File: config.mk
export PLATFORM = sky130hd
export DESIGN_NAME = lcd_rect_fill_command_stream
export DESIGN_NICKNAME = d
export VERILOG_FILES = /design/src/rtl/lrf_pkg.sv /design/src/rtl/lrf_front.sv /design/src/rtl/lrf_queue.sv /design/src/rtl/lrf_back.sv /design/src/rtl/lcd_rect_fill_command_stream.sv
export SDC_FILE = /design/constraint.sdc
export NUM_CORES = 1
export LEC_CHECK = 0
export BUFFER_PORTS_ARGS = -buffer_cell sky130_fd_sc_hd__buf_2
export CORE_MARGIN = 1.5
export CORE_UTILIZATION = 57
export CTS_CLUSTER_DIAMETER = 120
export DETAILED_ROUTE_END_ITERATION = 6
export PLACE_DENSITY_LB_ADDON = 0.15
export RECOVER_POWER = 50
export SLEW_MARGIN = 20
export SYNTH_ARGS = -nofsm -noshare
export SYNTH_HDL_FRONTEND = slang
export SYNTH_HIERARCHICAL = 1
export SYNTH_SLANG_ARGS = --single-unit
File: constraint.sdc
create_clock -name clk -period 4.1 [get_ports clk]
set_clock_uncertainty 0.1 [all_clocks]
set_input_delay 0.615 -clock clk [delete_from_list [all_inputs] [get_ports clk]]
set_output_delay 0.615 -clock clk [all_outputs]
set_load 0.01 [all_outputs]
File: src/rtl/lrf_pkg.sv
// Shared types and constants for the rectangle-fill command stream.
`timescale 1ns / 1ps

package lrf_pkg;

    localparam int unsigned COORD_W = 16;
    localparam int unsigned BYTE_W  = 8;

    // Configuration register indexes
    localparam int unsigned CFG_INDEX_W = 1;
    localparam logic [CFG_INDEX_W-1:0] REG_SCREEN_WIDTH  = 1'b0;
    localparam logic [CFG_INDEX_W-1:0] REG_SCREEN_HEIGHT = 1'b1;

    localparam logic [COORD_W-1:0] SCREEN_WIDTH_RST  = 16'd320;
    localparam logic [COORD_W-1:0] SCREEN_HEIGHT_RST = 16'd240;

    // Display controller commands
    localparam logic [BYTE_W-1:0] CMD_COLUMN = 8'h2A;
    localparam logic [BYTE_W-1:0] CMD_PAGE   = 8'h2B;
    localparam logic [BYTE_W-1:0] CMD_WRITE  = 8'h2C;

    // Input command codes
    localparam logic OP_START = 1'b0;
    localparam logic OP_PULL  = 1'b1;

    localparam int unsigned HDR_BYTES = 11;
    localparam int unsigned IDX_W     = $clog2(HDR_BYTES);

    localparam int unsigned QUEUE_DEPTH = 4;
    localparam int unsigned QPTR_W      = $clog2(QUEUE_DEPTH);
    localparam int unsigned QCNT_W      = $clog2(QUEUE_DEPTH + 1);

    typedef enum logic [1:0] {
        ST_VALID     = 2'd0,
        ST_OFFSCREEN = 2'd1,
        ST_BUSY      = 2'd2,
        ST_IDLE      = 2'd3
    } status_t;

    typedef enum logic [1:0] {
        JOB_STATUS = 2'd0,
        JOB_HEADER = 2'd1,
        JOB_PIXEL  = 2'd2
    } job_kind_t;

    // One classified item. Header: a=x, b=x end, c=y, d=y end, flag=empty.
    // Pixel: a=color, flag=fill done. Status: only status is used.
    typedef struct packed {
        job_kind_t          kind;
        status_t            status;
        logic [COORD_W-1:0] word_a;
        logic [COORD_W-1:0] word_b;
        logic [COORD_W-1:0] word_c;
        logic [COORD_W-1:0] word_d;
        logic               flag;
    } job_t;

endpackage

File: src/rtl/lrf_front.sv
// Front end: accepts items, clips rectangles, tracks the fill and queues jobs.
`timescale 1ns / 1ps

module lrf_front
    import lrf_pkg::*;
(
    input  logic                   clk,
    input  logic                   rst_n,
    input  logic                   s_tvalid,
    output logic                   s_tready,
    input  logic [79:0]            s_tdata,
    input  logic                   s_tuser,
    input  logic                   cfg_valid,
    output logic                   cfg_ready,
    input  logic [CFG_INDEX_W-1:0] cfg_index,
    input  logic [COORD_W-1:0]     cfg_data,
    input  logic                   queue_full,
    output logic                   push,
    output job_t                   push_job
);

    logic [COORD_W-1:0] screen_w_reg, screen_h_reg;
    logic               fill_active_reg, fill_active_next;
    logic [COORD_W-1:0] color_reg, color_next;
    logic [COORD_W-1:0] clip_w_reg, clip_w_next;
    logic [COORD_W-1:0] pix_left_reg, pix_left_next;
    logic [COORD_W-1:0] rows_left_reg, rows_left_next;

    logic [COORD_W-1:0] x, y, w, h, color;
    logic               clip_x, clip_y, offscreen, empty, done;
    logic [COORD_W-1:0] w_eff, h_eff, x_end, y_end;

    assign x     = s_tdata[15:0];
    assign y     = s_tdata[31:16];
    assign w     = s_tdata[47:32];
    assign h     = s_tdata[63:48];
    assign color = s_tdata[79:64];

    assign s_tready  = !queue_full;
    assign push      = s_tvalid && s_tready;
    assign cfg_ready = 1'b1;

    // Clip when x + w - 1 reaches past the screen edge (no wrap).
    assign clip_x = ({1'b0, x} + {1'b0, w}) >= ({1'b0, screen_w_reg} + 17'd1);
    assign clip_y = ({1'b0, y} + {1'b0, h}) >= ({1'b0, screen_h_reg} + 17'd1);
    assign w_eff  = clip_x ? screen_w_reg - x : w;
    assign h_eff  = clip_y ? screen_h_reg - y : h;
    assign x_end  = clip_x ? screen_w_reg - 16'd1 : x + w - 16'd1;
    assign y_end  = clip_y ? screen_h_reg - 16'd1 : y + h - 16'd1;
    // A clipped side is never zero since the corner is on screen.
    assign empty     = (!clip_x && (w == '0)) || (!clip_y && (h == '0));
    assign offscreen = (x >= screen_w_reg) || (y >= screen_h_reg);
    assign done      = (pix_left_reg == 16'd1) && (rows_left_reg == 16'd1);

    always_comb
    begin
        fill_active_next = fill_active_reg;
        color_next       = color_reg;
        clip_w_next      = clip_w_reg;
        pix_left_next    = pix_left_reg;
        rows_left_next   = rows_left_reg;
        push_job         = '0;
        push_job.kind    = JOB_STATUS;
        push_job.status  = ST_VALID;
        if (s_tuser == OP_START) begin
            if (fill_active_reg) begin
                push_job.status = ST_BUSY;
            end else if (offscreen) begin
                push_job.status = ST_OFFSCREEN;
            end else begin
                push_job.kind   = JOB_HEADER;
                push_job.word_a = x;
                push_job.word_b = x_end;
                push_job.word_c = y;
                push_job.word_d = y_end;
                push_job.flag   = empty;
                if (push) begin
                    color_next       = color;
                    clip_w_next      = w_eff;
                    pix_left_next    = w_eff;
                    rows_left_next   = h_eff;
                    fill_active_next = !empty;
                end
            end
        end else begin
            if (!fill_active_reg) begin
                push_job.status = ST_IDLE;
            end else begin
                push_job.kind   = JOB_PIXEL;
                push_job.word_a = color_reg;
                push_job.flag   = done;
                if (push) begin
                    if (pix_left_reg == 16'd1) begin
                        pix_left_next  = clip_w_reg;
                        rows_left_next = rows_left_reg - 16'd1;
                        if (rows_left_reg == 16'd1) begin
                            fill_active_next = 1'b0;
                        end
                    end else begin
                        pix_left_next = pix_left_reg - 16'd1;
                    end
                end
            end
        end
    end

    always_ff @(posedge clk or negedge rst_n)
    begin
        if (!rst_n) begin
            screen_w_reg    <= SCREEN_WIDTH_RST;
            screen_h_reg    <= SCREEN_HEIGHT_RST;
            fill_active_reg <= 1'b0;
            color_reg       <= '0;
            clip_w_reg      <= '0;
            pix_left_reg    <= '0;
            rows_left_reg   <= '0;
        end else begin
            if (cfg_valid && cfg_ready) begin
                unique case (cfg_index)
                    REG_SCREEN_WIDTH:  screen_w_reg <= cfg_data;
                    REG_SCREEN_HEIGHT: screen_h_reg <= cfg_data;
                    default: ;
                endcase
            end
            fill_active_reg <= fill_active_next;
            color_reg       <= color_next;
            clip_w_reg      <= clip_w_next;
            pix_left_reg    <= pix_left_next;
            rows_left_reg   <= rows_left_next;
        end
    end

    // A fill ends only on an accepted pull.
    assert property (@(posedge clk) disable iff (!rst_n)
        $fell(fill_active_reg) |-> $past(push && (s_tuser == OP_PULL)))
        else $error("fill ended without a pull");

endmodule

File: src/rtl/lrf_queue.sv
// Short job queue between the front end and the byte sequencer.
`timescale 1ns / 1ps

module lrf_queue
    import lrf_pkg::*;
(
    input  logic clk,
    input  logic rst_n,
    input  logic push,
    input  job_t push_job,
    input  logic pop,
    output logic full,
    output logic not_empty,
    output job_t head
);

    job_t              slots [QUEUE_DEPTH];
    logic [QPTR_W-1:0] wr_ptr_reg, rd_ptr_reg;
    logic [QCNT_W-1:0] count_reg;

    assign full      = (count_reg == QCNT_W'(QUEUE_DEPTH));
    assign not_empty = (count_reg != '0);
    assign head      = slots[rd_ptr_reg];

    always_ff @(posedge clk)
    begin
        if (push) begin
            slots[wr_ptr_reg] <= push_job;
        end
    end

    always_ff @(posedge clk or negedge rst_n)
    begin
        if (!rst_n) begin
            wr_ptr_reg <= '0;
            rd_ptr_reg <= '0;
            count_reg  <= '0;
        end else begin
            if (push) begin
                wr_ptr_reg <= wr_ptr_reg + 1'b1;
            end
            if (pop) begin
                rd_ptr_reg <= rd_ptr_reg + 1'b1;
            end
            if (push && !pop) begin
                count_reg <= count_reg + 1'b1;
            end else if (pop && !push) begin
                count_reg <= count_reg - 1'b1;
            end
        end
    end

    assert property (@(posedge clk) disable iff (!rst_n) !(push && full))
        else $error("push into full queue");
    assert property (@(posedge clk) disable iff (!rst_n) !(pop && !not_empty))
        else $error("pop from empty queue");

endmodule

File: src/rtl/lrf_back.sv
// Back end: walks each queued job; one byte per cycle unless stalled.
`timescale 1ns / 1ps

module lrf_back
    import lrf_pkg::*;
(
    input  logic              clk,
    input  logic              rst_n,
    input  logic              not_empty,
    input  job_t              head,
    output logic              pop,
    output logic              m_tvalid,
    input  logic              m_tready,
    output logic [BYTE_W-1:0] m_tdata,
    output logic [3:0]        m_tuser,
    output logic              m_tlast
);

    logic [IDX_W-1:0]  idx_reg, last_idx;
    logic              advance;
    logic              valid_reg;
    logic [BYTE_W-1:0] byte_reg, byte_next;
    logic              is_data_reg, is_data_next;
    status_t           status_reg, status_next;
    logic              frame_end_reg, frame_end_next;
    logic              last_reg;

    always_comb
    begin
        unique case (head.kind)
            JOB_HEADER: last_idx = IDX_W'(HDR_BYTES - 1);
            JOB_PIXEL:  last_idx = IDX_W'(1);
            default:    last_idx = '0;
        endcase
    end

    always_comb
    begin
        byte_next      = '0;
        is_data_next   = 1'b0;
        status_next    = head.status;
        frame_end_next = 1'b0;
        unique case (head.kind)
            JOB_HEADER:
            begin
                status_next  = ST_VALID;
                is_data_next = 1'b1;
                unique case (idx_reg)
                    4'd0:
                    begin
                        byte_next    = CMD_COLUMN;
                        is_data_next = 1'b0;
                    end
                    4'd1: byte_next = head.word_a[15:8];
                    4'd2: byte_next = head.word_a[7:0];
                    4'd3: byte_next = head.word_b[15:8];
                    4'd4: byte_next = head.word_b[7:0];
                    4'd5:
                    begin
                        byte_next    = CMD_PAGE;
                        is_data_next = 1'b0;
                    end
                    4'd6: byte_next = head.word_c[15:8];
                    4'd7: byte_next = head.word_c[7:0];
                    4'd8: byte_next = head.word_d[15:8];
                    4'd9: byte_next = head.word_d[7:0];
                    default:
                    begin
                        byte_next      = CMD_WRITE;
                        is_data_next   = 1'b0;
                        frame_end_next = head.flag;
                    end
                endcase
            end
            JOB_PIXEL:
            begin
                status_next  = ST_VALID;
                is_data_next = 1'b1;
                if (idx_reg == '0) begin
                    byte_next = head.word_a[15:8];
                end else begin
                    byte_next      = head.word_a[7:0];
                    frame_end_next = head.flag;
                end
            end
            default: ;
        endcase
    end

    assign advance = !valid_reg || m_tready;
    assign pop     = advance && not_empty && (idx_reg == last_idx);

    always_ff @(posedge clk or negedge rst_n)
    begin
        if (!rst_n) begin
            idx_reg   <= '0;
            valid_reg <= 1'b0;
        end else if (advance) begin
            valid_reg <= not_empty;
            if (not_empty) begin
                idx_reg <= (idx_reg == last_idx) ? '0 : idx_reg + 1'b1;
            end
        end
    end

    always_ff @(posedge clk)
    begin
        if (advance && not_empty) begin
            byte_reg      <= byte_next;
            is_data_reg   <= is_data_next;
            status_reg    <= status_next;
            frame_end_reg <= frame_end_next;
            last_reg      <= (idx_reg == last_idx);
        end
    end

    assign m_tvalid = valid_reg;
    assign m_tdata  = byte_reg;
    assign m_tuser  = {frame_end_reg, status_reg, is_data_reg};
    assign m_tlast  = last_reg;

    // The fill's final byte always closes its item.
    assert property (@(posedge clk) disable iff (!rst_n)
        (valid_reg && frame_end_reg) |-> last_reg)
        else $error("frame end without last");
    // Byte index never runs past the current job.
    assert property (@(posedge clk) disable iff (!rst_n)
        not_empty |-> (idx_reg <= last_idx))
        else $error("byte index beyond job length");

endmodule

File: src/rtl/lcd_rect_fill_command_stream.sv
// Top level of the rectangle-fill command stream.
`timescale 1ns / 1ps

// Turns rectangle-fill requests into display controller bytes.
// Input channel s_*: s_tuser = 0 starts a fill (rectangle and color in
// s_tdata), s_tuser = 1 pulls the next pixel. Output channel m_*: one
// byte per transfer, marked as command or data in m_tuser; m_tlast closes
// the bytes caused by one input item. A start emits eleven header bytes,
// a pull two pixel bytes, and a rejected or ignored item one status byte.
// Config channel cfg_*: index 0 screen width, index 1 screen height, always
// ready; write only while the block is idle.
// With the queue empty, the first byte of an item goes into the job queue
// and then into the output byte register, where it is valid.
// Throughput: one output byte per cycle from the byte sequencer while the
// receiver is ready. A four-entry job queue between the input
// classifier and the sequencer lets input transfers continue while the
// sequencer works or the receiver stalls; s_tready drops when it fills.
// Reset: screen 320 x 240, no fill active, queue and output empty.
// A stalled receiver holds the current byte steady until taken.

module lcd_rect_fill_command_stream
    import lrf_pkg::*;
(
    input  logic                   clk,
    input  logic                   rst_n,
    input  logic                   s_tvalid,
    output logic                   s_tready,
    input  logic [79:0]            s_tdata,   // left_x, top_y, rect_width, rect_height, fill_color
    input  logic                   s_tuser,   // command
    output logic                   m_tvalid,
    input  logic                   m_tready,
    output logic [BYTE_W-1:0]      m_tdata,   // out_byte
    output logic [3:0]             m_tuser,   // is_data, status[1:0], frame_end
    output logic                   m_tlast,
    input  logic                   cfg_valid,
    output logic                   cfg_ready,
    input  logic [CFG_INDEX_W-1:0] cfg_index,
    input  logic [COORD_W-1:0]     cfg_data
);

    logic push, pop, queue_full, not_empty;
    job_t push_job, head;

    lrf_front u_front (
        .clk        (clk),
        .rst_n      (rst_n),
        .s_tvalid   (s_tvalid),
        .s_tready   (s_tready),
        .s_tdata    (s_tdata),
        .s_tuser    (s_tuser),
        .cfg_valid  (cfg_valid),
        .cfg_ready  (cfg_ready),
        .cfg_index  (cfg_index),
        .cfg_data   (cfg_data),
        .queue_full (queue_full),
        .push       (push),
        .push_job   (push_job)
    );

    lrf_queue u_queue (
        .clk       (clk),
        .rst_n     (rst_n),
        .push      (push),
        .push_job  (push_job),
        .pop       (pop),
        .full      (queue_full),
        .not_empty (not_empty),
        .head      (head)
    );

    lrf_back u_back (
        .clk       (clk),
        .rst_n     (rst_n),
        .not_empty (not_empty),
        .head      (head),
        .pop       (pop),
        .m_tvalid  (m_tvalid),
        .m_tready  (m_tready),
        .m_tdata   (m_tdata),
        .m_tuser   (m_tuser),
        .m_tlast   (m_tlast)
    );

endmodule

==> results.py, run 1 <==
metrics = {
    "run_status": {
        "status": "complete, but fails checks",
        "violations": "max-capacitance violations, max-slew violations, negative setup slack",
    },
    "clock_tree": {
        "clk_latency_ns": 0.59,
        "cts_max_level": 2,
        "ctsHoldBuffers": 0,
        "cts_buffers": 44,
        "clk_pin_slew_ns": 0.06,
        "root_buffer": "clkbuf_16",
        "numClockSinks": 398,
        "cts_buffer_depth": 3,
        "cts_tree": "built",
    },
    "power_and_ir_drop": {
        "power_leakage_nw": 11.9,
        "switching_share_pct": 36.6,
        "p_int_mw": 11.6,
        "irDropWorstVdd_mv": 0.587,
        "pwr_density_cell_nw_per_um2": 609,
        "p_sw_mw": 6.68,
        "power_frac_seq_pct": 33.8,
        "combPwrFrac_pct": 43.2,
        "power_frac_clock_pct": 22.9,
    },
    "drt": {
        "drtAntennaViolNets": 0,
        "dr.pass1.iters": 6,
        "wirelength_mm": 74.3,
        "drcViolationCount": 0,
        "avgRoutedWirePerCell_um": 24.3,
        "vias": 19200,
        "vias_per_cell": 6.29,
        "drt_iter0_markers": 2059,
    },
    "layout": {
        "antenna_cells": 0,
        "layout_commonest_cell": "edfxtp_1",
        "regMostFlops": "u_queue/slots",
        "final_cells": 3054,
        "final_cell_mix": "289 x edfxtp_1, 221 x buf_4, 173 x ha_1",
        "area.growth.synth_to_final_pct": 23.5,
        "final_util_pct": 71.4,
        "nets": 2769,
        "layout-drive-gt1-share_pct": 29.5,
        "largest_reg_flops": 276,
    },
    "sta": {
        "drv_slew": 224,
        "finalHoldViolCount": 0,
        "final-setup-viol-count": 101,
        "tightest_slew_ns": 3.37,
        "period_minus_slack_ns": 4.66,
        "fin_ws_ns": -0.556,
        "rsz0062_at_grt": "true",
        "maxSlewHeadroom_pct": -125,
        "period_share_pct": 114,
        "max_freq_ghz": 0.215,
    },
    "flow_run": {
        "drv_cap": 6,
    },
    "min_path": {
        "hold_path_class": "primary input to flop",
    },
    "synth": {
        "ys_warn_count": 6,
        "synth_area_per_cell_sq_um": 11.3,
        "syn_inst": 2149,
        "synth-seq-cells": 398,
        "synth_edf_count": 289,
        "ys.flop_type": "edfxtp_1",
        "syn-num-nets": 2437,
        "ys_types": 89,
        "postSynth.asyncResetShare_pct": 27.4,
        "netlist_area_sq_um": 24200,
        "ys_seq_area_share_pct": 47.1,
    },
    "placed_design": {
        "dp.cells": 2926,
        "gp_congestion": 0.958,
        "hpwlAfterDp_mm": 52.3,
        "io_buffers": 117,
    },
    "worst_setup_path": {
        "crit_chain": "buf_6, ha_4, fa_2, a21o_1, a21oi_2, o21ai_2, nand4_1, o311ai_4, or4_4, a31o_4, a21oi_4, xnor2_1, ha_1, nand4_1, o41ai_2, buf_4, o41a_4, buf_12, buf_16, buf_4, nor2_2, a21oi_2, o211ai_1, o21a_1",
        "worstSetupEndpointType": "flop",
        "critical_path_class": "primary input to flop",
        "slowest_delay_ns": 0.54,
        "cp-start-kind": "primary input",
        "worstPathRequired_ns": 4.53,
        "cp_max_fo": 7,
        "cp_slowest_cell": "or4_4",
        "arrival_ns": 5.09,
    },
    "die": {
        "start_util_pct": 57.8,
        "die_w_um": 209,
        "core-area_sq_um": 41900,
        "die-height_um": 209,
        "rows": 75,
        "ioPinCount": 119,
        "fp.dieArea_sq_um": 43800,
    },
    "global_routing": {
        "grt_use_total_pct": 33.4,
        "grt_first_pass_wirelength_mm": 110,
        "grt_pass1_vias": 18700,
        "grt_max_degree": 57,
        "antenna_found_initial": 1,
        "overflow": 0,
    },
}
[power by group through the flow]
stage / logic (mW) / registers, mW / clock network [mW]
6_report: 7.88 / 6.17 / 4.19
3_5_place_dp: 6.76 / 6.17 / 0
3_3_place_gp: 6.67 / 6.10 / 0
4_1_cts: 7.33 / 6.12 / 4.23
2_1_floorplan: 4.91 / 6.01 / 0
5_1_grt: 8.39 / 6.26 / 4.39
[layout make-up]
class / count / area, sq um
tap: 539 / 674
clock buffer: 55 / 1180
inverter: 169 / 637
clock inverter: 25 / 359
fill: 2897 / 12000
timing repair buffer: 381 / 2960
sequential: 398 / 11400
multi-input combinational: 1487 / 12700
[metal layers]
metal | vias to the layer above | GRT usage, % | part of all wire [%]
met1 | 9430 | 45.5 | 40
met2 | 1004 | 52.8 | 46
met4 | 2 | 11.4 | 3.9
met3 | 185 | 8.03 | 9.7
li1 | 8591 | - | -
met5 | - | 0 | 0.016
[logic make-up (layout without fill, tap and decap cells)]
family | Yosys count | count (layout) | synth area share, %
other cells | 1 | 1 | 0.0155
compound gates | 435 | 437 | 11.7
xor+xnor | 143 | 143 | 5.17
fa+ha+maj | 185 | 185 | 9.76
buf+inv | 266 | 630 | 4.86
simple gates | 571 | 571 | 11.4
mux | 150 | 150 | 10.0
flops | 398 | 398 | 47.1
[cell usage after synthesis (all sizes together), types with 53 or more instances]
library cell,n,share of area (%)
mux4,69,6.4
o21ai,93,1.9
inv,169,2.6
mux2,54,2.5
ha,178,9.2
dfrtp,103,11
clkbuf,57,0.88
xor2,53,1.9
a21oi,125,2.6
nor2,180,2.8
xnor2,90,3.3
nand2,128,2.0
edfxtp,289,36
[critical path, delay by kind of cell]
family | cells | cell delay, ns
xor+xnor | 1 | 0.14
buf+inv | 5 | 0.70
compound gates | 11 | 2.00
fa+ha+maj | 3 | 0.75
simple gates | 4 | 0.87
[metrics by stage]
stage          setup slack (ns)  hold WS [ns]  power (mW)  setup TNS [ns]  cell area, sq um
2_1_floorplan            -0.659         0.219        10.9          -52.44             24700
3_5_place_dp              -1.13         0.375        12.9         -169.76             27100
3_3_place_gp             -0.973         0.354        12.8         -147.14             27100
5_1_grt                  -0.719         0.158        19.0          -76.56             29900
4_1_cts                  -0.412       0.00977        17.7          -32.89             29300
6_report                 -0.556         0.160        18.2          -42.66             29900
[path summary, 6_finish.rpt]
path,endpoint,slack (ns),cells past startpoint,start
setup / recovery,u_front/pix_left_reg[10],-0.56,24,s_tdata[0]
hold / removal,u_front/color_reg[0],0.16,2,s_tdata[64]
setup reg to reg,u_back/m_tdata[5],0.04,7,u_queue/rd_ptr_reg[0]
hold reg to reg,u_queue/count_reg[2],0.39,1,u_queue/count_reg[2]
max in group asynchronous,u_front/rows_left_reg[9],0.41,2,rst_n
min in group asynchronous,u_back/idx_reg[1],1.05,1,rst_n
[repair_timing]
item	in CTS	in global routing
pin swaps	26	52
gates resized for setup	85	111
endpoints found under the setup margin	180	178
cloned	8	2
setup buffers	20	19
Power figures use the tool's default switching activity.
==> run 2, diff against run 1 <==
--- a/config.mk
+++ b/config.mk
@@ -5,9 +5,10 @@
 export SDC_FILE = /design/constraint.sdc
 export NUM_CORES = 1
 export LEC_CHECK = 0
+export ABC_AREA = 1
 export BUFFER_PORTS_ARGS = -buffer_cell sky130_fd_sc_hd__buf_2
 export CORE_MARGIN = 1.5
-export CORE_UTILIZATION = 57
+export CORE_UTILIZATION = 35
 export CTS_CLUSTER_DIAMETER = 120
 export DETAILED_ROUTE_END_ITERATION = 6
 export PLACE_DENSITY_LB_ADDON = 0.15
==> run 2 against run 1 <==
  * The run ends with max-capacitance violations, max-slew violations left
  * Worst setup slack better by 0.81 ns
  * Register-to-register slack gained 0.22 ns
  * Sequential power shrank 0.6%
  * First-iteration DRC count fell by 29%
  * Highest routed layer is now met4
==> results.py, run 2 <==
metrics = {
    "synth": {
        "synthTopCellsByArea": "edfxtp_1 32%, nand2_1 13%, dfrtp_1 9.4%, ha_1 8.1%, inv_1 8.1%",
        "syn_inst": 3427,
        "ys_top_cells_by_count": "930 x nand2_1, 592 x inv_1, 289 x edfxtp_1",
        "synth.largest_area_cell": "edfxtp_1",
        "syn-num-nets": 3715,
        "synth_most_common_cell": "nand2_1",
        "synth-seq-cells": 398,
        "ys_warn_count": 6,
        "ys.flop_type": "edfxtp_1",
        "synth_area_per_cell_sq_um": 8.04,
        "ys_types": 53,
        "ys_seq_area_share_pct": 41.4,
        "synth_edf_count": 289,
        "postSynth.asyncResetShare_pct": 27.4,
        "netlist.area_leader.share_pct": 31.5,
        "netlist_area_sq_um": 27500,
    },
    "drt": {
        "drt_iter0_markers": 1463,
        "vias_per_cell": 4.83,
        "wirelength_mm": 85.0,
        "avgRoutedWirePerCell_um": 18.1,
        "dr.pass1.iters": 5,
        "drtAntennaViolNets": 0,
        "vias": 22700,
        "drcViolationCount": 0,
    },
    "power_and_ir_drop": {
        "irDropWorstVdd_mv": 0.363,
        "pwr_density_cell_nw_per_um2": 571,
        "total_power_mw": 17.9,
        "power_leakage_nw": 15.0,
    },
    "placed_design": {
        "hpwlAfterDp_mm": 64.7,
        "placed_area_sq_um": 29800,
        "gp_congestion": 0.889,
        "io_buffers": 117,
    },
    "worst_setup_path": {
        "critical_path_class": "flop to flop",
        "crit_buf_inv": 6,
        "cpMostUsedCell": "inv_1",
        "crit_chain": "inv_1, nor3_1, inv_1, nand2_1, inv_1, nand2_1, clkinv_2, clkbuf_2, buf_4",
        "slowest_delay_ns": 1.26,
        "setup.worst_path.start": "u_queue/count_reg[2]",
        "cp_slowest_cell": "clkbuf_2",
        "cp_max_fo": 52,
        "cp-start-kind": "flop",
        "arrival_ns": 4.00,
        "cp_top_family": "buffers and inverters",
        "reg2reg_from": "u_queue/count_reg[2]",
        "worstPathRequired_ns": 4.26,
        "worstSetupEndpointType": "flop",
    },
    "min_path": {
        "hold_path_class": "primary input to flop",
        "hp-start": "s_tdata[65]",
    },
    "clock_tree": {
        "cts_tree": "built",
        "root_buffer": "clkbuf_16",
        "clk_pin_slew_ns": 0.06,
        "cts_buffer_depth": 3,
        "cts_max_level": 2,
        "clk_latency_ns": 0.60,
        "cts_buffers": 47,
        "numClockSinks": 398,
    },
    "die": {
        "die_w_um": 284,
        "start_util_pct": 35.4,
        "fp.dieArea_sq_um": 80400,
        "die-height_um": 284,
        "rows": 102,
        "core-area_sq_um": 77700,
        "ioPinCount": 119,
    },
    "layout": {
        "final_cell_mix": "930 x nand2_1, 589 x inv_1, 289 x edfxtp_1",
        "multi_input_area_sq_um": 13100,
        "layout_commonest_cell": "nand2_1",
        "seqCellArea_sq_um": 11400,
        "largest_reg_flops": 276,
        "layout-drive-gt1-share_pct": 12.8,
        "final_util_pct": 40.3,
        "regMostFlops": "u_queue/slots",
        "area.growth.synth_to_final_pct": 13.7,
        "n_fill_cell": 8023,
        "layout.cell_area.non_filler_sq_um": 31300,
        "nets": 3905,
    },
    "sta": {
        "final-setup-viol-count": 0,
        "tns_ns": 0,
        "max_freq_ghz": 0.260,
        "maxSlewHeadroom_pct": -50.4,
        "drv_slew": 85,
        "rsz0062_at_grt": "false",
        "finalHoldViolCount": 0,
        "period_minus_slack_ns": 3.84,
        "period_share_pct": 93.7,
        "tightest_slew_ns": 2.26,
    },
    "global_routing": {
        "grt_use_total_pct": 20.8,
        "grt_first_pass_wirelength_mm": 129,
        "grt_max_degree": 185,
        "overflow": 0,
        "antenna_found_initial": 1,
        "grt_pass1_vias": 21800,
    },
    "flow_run": {
        "drv_cap": 2,
    },
    "run_status": {
        "status": "complete, but fails checks",
        "violations": "max-capacitance violations, max-slew violations",
    },
}
-- run 2: cell types whose count changed after synthesis, moves of 72 or more --
cell / before / now
inv_1: 167 / 592
nor2_1: 178 / 264
xnor2_1: 90 / 18
nand2_1: 127 / 930
o211ai_2: 0 / 80
nand3_1: 49 / 198
-- run 2: final cells by class --
type,instances,area share (%)
Clock buffer,63,4.01
Clock inverter,24,0.815
Tap cell,1040,4.15
Multi-Input combinational cell,2303,41.7
Sequential cell,398,36.5
Timing Repair Buffer,267,5.60
Antenna cell,1,0.00799
Inverter,600,7.23
-- run 2: path summary, 6_finish.rpt --
check / to / cells past startpoint / slack, ns
worst min register to register: u_queue/count_reg[2] / 2 / 0.38
worst max register to register: u_queue/slots[3][3] / 9 / 0.26
worst max-delay path: u_queue/slots[3][3] / 9 / 0.26
min in group asynchronous: u_front/clip_w_reg[10] / 2 / 1.12
worst min-delay path: u_front/color_reg[1] / 3 / 0.13
max in group asynchronous: u_queue/rd_ptr_reg[0] / 2 / 1.15
-- run 2: cells by family (layout without fill, tap and decap cells) --
family                   count (synthesis)  in the layout  synth area share (%)
AO/OA/AOI/OAI                          500            500                  12.6
flip-flops                             398            398                  41.4
AND/OR/NAND/NOR                       1502           1502                  22.4
buffers and inverters                  726            954                  11.3
other                                    1              2                0.0136
XOR/XNOR                               115            115                  3.66
adder cells (fa/ha/maj)                185            185                  8.59
-- run 2: timing repair --
action | CTS | global route
hold endpoints to repair | 31 | 0
endpoints found under the setup margin | 0 | 134
hold buffers | 1 | 0
resized for setup | 0 | 16
buffers inserted | 0 | 2
-- run 2: report_power, final --
group / internal (mW) / leakage [nW] / switching [mW]
Clock: 2.42 / 0.730 / 1.74
Sequential: 5.45 / 4.08 / 0.680
Combinational: 2.46 / 10.2 / 5.12
-- run 2: per-stage QoR --
step	hold WS (ns)	setup WS, ns	instances
after global placement	0.357	-0.330	4605
after global routing	0.109	0.00967	4695
after detailed placement	0.368	-0.519	4605
final	0.125	0.258	4696
after CTS	0.0917	0.0130	4693
after floorplan	0.219	0.160	3427
-- run 2: routing by layer --
metal / wire (um) / up-vias / track usage, %
met5: 0 / - / 0
met4: 1950 / 0 / 4.97
met3: 3540 / 103 / 2.94
met2: 39100 / 465 / 34.3
met1: 40500 / 10600 / 28.9
li1: - / 11500 / -
-- run 2: worst min-delay path, cell delays in order --
cell,delay [ns]
buf_2,0.07
nand2_1,0.05
o21ai_2,0.05
